[src/rtl/tcw_pkg.sv]
// ----------------------------------------------------------------------------
// tcw_pkg
// Shared widths, command codes, character codes and the cursor step result
// for the text console writer.
// ----------------------------------------------------------------------------
package tcw_pkg;

  localparam int CMD_W   = 3;
  localparam int CHAR_W  = 8;
  localparam int COLOR_W = 8;
  localparam int COL_W   = 7;
  localparam int ROW_W   = 5;
  localparam int POS_W   = 11;
  localparam int CELL_W  = CHAR_W + COLOR_W;
  localparam int LIN_W   = ROW_W + COL_W;

  // input tdata: command, char_code, color, col, row (from bit 0)
  localparam int IN_FIELDS_W = CMD_W + CHAR_W + COLOR_W + COL_W + ROW_W;
  localparam int IN_W        = ((IN_FIELDS_W + 7) / 8) * 8;
  // output tdata: caret_col, caret_row, cursor_position, cell_char,
  // cell_color, scrolled (from bit 0)
  localparam int OUT_W       = COL_W + ROW_W + POS_W + CHAR_W + COLOR_W + 1;

  localparam logic [CMD_W-1:0] CMD_PUT     = 3'd0;
  localparam logic [CMD_W-1:0] CMD_PUT_AT  = 3'd1;
  localparam logic [CMD_W-1:0] CMD_BACK    = 3'd2;
  localparam logic [CMD_W-1:0] CMD_SET_CUR = 3'd3;
  localparam logic [CMD_W-1:0] CMD_CLEAR   = 3'd4;
  localparam logic [CMD_W-1:0] CMD_READ    = 3'd5;

  localparam logic [CHAR_W-1:0] CH_NEWLINE = 8'd10;
  localparam logic [CHAR_W-1:0] CH_RETURN  = 8'd13;
  localparam logic [CHAR_W-1:0] CH_TAB     = 8'd9;
  localparam logic [CHAR_W-1:0] CH_SPACE   = 8'd32;
  localparam int                TAB_STOP   = 4;

  localparam logic [COLOR_W-1:0] DEFAULT_COLOR_RST = 8'd15;

  typedef struct packed {
    logic [COL_W-1:0] col;       // cursor after the item
    logic [ROW_W-1:0] row;
    logic             wr_en;     // one cell write
    logic             wr_blank;  // write a blank instead of the character
    logic [COL_W-1:0] wr_col;    // logical cell to write
    logic [ROW_W-1:0] wr_row;
    logic             scroll;    // screen moves up one row
  } step_res_t;

endpackage

[src/rtl/tcw_cursor_step.sv]
// ----------------------------------------------------------------------------
// tcw_cursor_step
// Cursor arithmetic for one command: next cursor, the cell to write and
// whether the screen scrolls.
// ----------------------------------------------------------------------------
module tcw_cursor_step import tcw_pkg::*; #(
  parameter int COLUMNS = 80,
  parameter int ROWS    = 25
) (
  input  logic [CMD_W-1:0]  cmd,
  input  logic [CHAR_W-1:0] char_code,
  input  logic [COL_W-1:0]  cur_col,
  input  logic [ROW_W-1:0]  cur_row,
  input  logic [COL_W-1:0]  item_col,   // already saturated
  input  logic [ROW_W-1:0]  item_row,
  output step_res_t         res
);

  always_comb begin
    logic [COL_W-1:0] bc;
    logic [ROW_W-1:0] br;
    logic [COL_W:0]   nc;
    logic [ROW_W:0]   nr;
    logic [COL_W:0]   tab_sum;

    res          = '0;
    res.col      = cur_col;
    res.row      = cur_row;
    res.wr_col   = cur_col;
    res.wr_row   = cur_row;
    bc           = (cmd == CMD_PUT_AT) ? item_col : cur_col;
    br           = (cmd == CMD_PUT_AT) ? item_row : cur_row;
    nc           = {1'b0, bc};
    nr           = {1'b0, br};
    tab_sum      = {1'b0, bc} + (COL_W+1)'(TAB_STOP);

    case (cmd)
      CMD_PUT, CMD_PUT_AT: begin
        res.wr_col = bc;
        res.wr_row = br;
        if (char_code == CH_NEWLINE) begin
          nc = '0;
          nr = {1'b0, br} + 1'b1;
        end else if (char_code == CH_RETURN) begin
          nc = '0;
        end else if (char_code == CH_TAB) begin
          nc = tab_sum & ~((COL_W+1)'(TAB_STOP - 1));
        end else begin
          res.wr_en = 1'b1;
          nc        = {1'b0, bc} + 1'b1;
        end
        // wrap at line end, then scroll past the last row
        if (nc >= (COL_W+1)'(COLUMNS)) begin
          nc = '0;
          nr = nr + 1'b1;
        end
        if (nr >= (ROW_W+1)'(ROWS)) begin
          nr         = (ROW_W+1)'(ROWS - 1);
          res.scroll = 1'b1;
        end
        res.col = nc[COL_W-1:0];
        res.row = nr[ROW_W-1:0];
      end
      CMD_BACK: begin
        if (cur_col != '0) begin
          res.col      = cur_col - 1'b1;
          res.wr_col   = cur_col - 1'b1;
          res.wr_en    = 1'b1;
          res.wr_blank = 1'b1;
        end
      end
      CMD_SET_CUR: begin
        res.col = item_col;
        res.row = item_row;
      end
      CMD_CLEAR: begin
        res.col = '0;
        res.row = '0;
      end
      default: begin
      end
    endcase
  end

endmodule

[config.mk]
export PLATFORM = sky130hd
export DESIGN_NAME = tcw_cursor_step
export DESIGN_NICKNAME = d
export VERILOG_FILES = /design/src/rtl/tcw_pkg.sv /design/src/rtl/tcw_cursor_step.sv
export SDC_FILE = /design/constraint.sdc
export NUM_CORES = 1
export LEC_CHECK = 0
export BUFFER_PORTS_ARGS = -buffer_cell sky130_fd_sc_hd__buf_2
export CORE_UTILIZATION = 50
export DETAILED_ROUTE_END_ITERATION = 6
export GPL_TIMING_DRIVEN = 0
export PLACE_DENSITY = 0.87
export SLEW_MARGIN = 10
export SYNTH_ARGS = -nofsm -noshare
export SYNTH_HDL_FRONTEND = slang
export SYNTH_SLANG_ARGS = --single-unit
[constraint.sdc]
create_clock -name vclk -period 13.1
set_input_delay 3.275 -clock vclk [all_inputs]
set_output_delay 3.275 -clock vclk [all_outputs]
set_load 0.01 [all_outputs]
==> impl_metrics.env <==
export IMPL_ant_nets=0
export IMPL_power_leakage_nw=0.8492
export IMPL_drt_wirelength_per_cell_um=14.28
export IMPL_syn_nets=285
export IMPL_drc=0
export IMPL_syn_avg_cell_area_um2=6.656
export IMPL_synth_top_area_cell="nand2_1"
export IMPL_drt_pre_antenna_iters=7
export IMPL_crit_path_end_kind="output port"
export IMPL_die_h_um=58.99
export IMPL_overflow=0
export IMPL_ys_warn_count=0
export IMPL_fmax_mhz=99.52
export IMPL_cp_slowest_cell="nor3b_4"
export IMPL_hp_class="in -> out"
export IMPL_report_final_hold_viol_count=0
export IMPL_wl_met3_um=421
export IMPL_nets=343
export IMPL_peakVddDrop_v=0.00001902
export IMPL_ys_top_cells_by_count="32 x nand2_1, 23 x o21ai_0, 15 x inv_1"
export IMPL_muxShareOfSynthArea=0.1055
export IMPL_period_needed_ns=10.05
export IMPL_cts_setup_buffers=0
export IMPL_drive_gt1_frac=0.2633
export IMPL_grt_util_all_layers=0.2858
export IMPL_clock_buffers=0
export IMPL_core_area_um2=3078
export IMPL_wl_met1_mm=2.138
export IMPL_synthTopCellsByArea="nand2_1 7.4%, o21ai_0 7.1%, xnor2_1 6.5%"
export IMPL_grt_pass1_vias=1795
export IMPL_setup_tns_ns=0
export IMPL_rows=20
export IMPL_whs_ns=6.903
export IMPL_status="finished clean"
export IMPL_drt_iter0_drc=198
export IMPL_yosysMostFrequentCell="nand2_1"
export IMPL_cp_max_fo=10
export IMPL_grt_pass1_wl_mm=8.004
export IMPL_gp_congestion=0.9226
export IMPL_crit_path_start_kind="input port"
export IMPL_instances_no_fill=344
export IMPL_viasPerCell=6.116
export IMPL_tightest_slew_ns=0.6254
export IMPL_initial_utilization=0.5276
export IMPL_period_share=0.7670
export IMPL_synthSimpleGateAreaFrac=0.3451
export IMPL_cts_resized=0
export IMPL_relSlewSlack=0.5787
export IMPL_synth_compound_area_frac=0.3213
export IMPL_syn_to_final_growth_pct=20.65
export IMPL_grt_max_degree=11
export IMPL_dp_cells=344
export IMPL_wl_met2_mm=2.306
export IMPL_synthDistinctLibCells=61
export IMPL_slew_viol_final=0
export IMPL_yosys_area_top_type_share=0.07396
export IMPL_num_vias=2104
export IMPL_dpl_hpwl_mm=3.882
export IMPL_antennaDiodeCount=0
export IMPL_grt_setup_unrepaired="no"
export IMPL_finalSetupViolations=0
export IMPL_cp_data_required_time_ns=9.82
export IMPL_drv_cap=0
export IMPL_synth_cells=244
export IMPL_arrival_ns=6.77
export IMPL_hold_buffers=0
export IMPL_synth_adder_area_share=0.04622
export IMPL_antenna_found_initial=0
export IMPL_design_seq_count=0
export IMPL_ios=62
export IMPL_routed_wl_mm=4.911
export IMPL_slowest_delay_ns=0.46
export IMPL_synth_top_family_by_area="simple AND/OR/NAND/NOR gates"
export IMPL_p_per_area_nw_per_um2=36.26
export IMPL_ys_seq_area_frac=0
export IMPL_netlist_area_um2=1624
export IMPL_die_w_um=58.99
export IMPL_path_cells="buf_2, nor3b_4, buf_6, buf_6, nand2_1, o21ai_0, ha_1, mux2_2, ha_1, inv_1, xnor3_1, nor3_1, nor4_1, nand4b_1, nand3_2, o31ai_2, buf_2"
export IMPL_worst_setup_path_type="in -> out"
export IMPL_routed_top_layer="met4"
export IMPL_synth_xor_area_share=0.1002
export IMPL_die_area_um2=3480
export IMPL_regArea_um2=0
export IMPL_placement_io_buffers=56
-- worst paths after layout --
path	startpoint	end	slack [ns]	cells after the start
worst max-delay path	cmd[1]	res[17]	3.05	17
worst min-delay path	cur_row[4]	res[19]	6.90	4
-- worst max-delay path, delay by kind of cell --
| family | cells | cell delay (ns) |
|---|---|---|
| XOR/XNOR | 1 | 0.39 |
| adder cells (fa/ha/maj) | 2 | 0.56 |
| AND/OR/NAND/NOR | 6 | 1.01 |
| buffers and inverters | 5 | 0.79 |
| multiplexers | 1 | 0.29 |
| AO/OA/AOI/OAI | 2 | 0.44 |
-- placed cells by master, fill, tap and decap left out, types with 3 or more instances in the layout --
cell type	netlist	layout
nor2b_1	3	3
buf_2	1	57
o21ai_0	23	23
mux2_2	5	5
nor4_1	3	3
ha_1	6	6
mux2i_1	10	10
nand2_1	32	32
xor2_1	4	4
nor2_1	14	14
o21a_1	4	4
inv_1	15	15
xnor2_1	12	12
o211ai_1	4	4
nand4_1	3	3
nand3_1	6	6
nor3b_1	4	4
nand4b_1	3	3
a22oi_1	4	4
a222oi_1	3	3
a21oi_1	11	11
clkbuf_1	9	9
nor3_1	12	12
o221ai_1	3	3
-- layer usage --
metal / vias to the layer above / global-route usage
li1: 1034 / -
met1: 935 / 0.4074
met2: 121 / 0.4659
met3: 14 / 0.02402
met4: 0 / 0.06463
met5: - / 0
-- cell families after synthesis --
family	after synthesis
simple gates	99
mux	16
fa+ha+maj	6
xor+xnor	17
buf+inv	30
compound gates	76
-- layout make-up --
cell class         instances  area, µm²
multi-input cells        214       1491
repair buffers            56      280.3
well taps                 44      55.05
inverters                 16      60.06
fillers                  296       1119
plain buffers             14      72.57
-- power breakdown --
part / switching [mW] / internal (mW)
logic: 0.0414 / 0.0296
clock network: 0 / 0
registers: 0 / 0
total: 0.0414 / 0.0296
-- metrics by stage --
step | total power, mW | setup WS (ns) | utilization | area (µm²)
2_1_floorplan | 0.04634 | 3.506 | - | 1624
4_1_cts | 0.06999 | 3.086 | 0.6366 | 1959
3_3_place_gp | 0.06841 | 3.148 | 0.6366 | 1959
5_1_grt | 0.07765 | 2.757 | 0.6366 | 1959
6_report | 0.07105 | 3.052 | 0.6366 | 1959
3_5_place_dp | 0.06954 | 3.094 | 0.6366 | 1959
(Power assumes the default switching activity.)
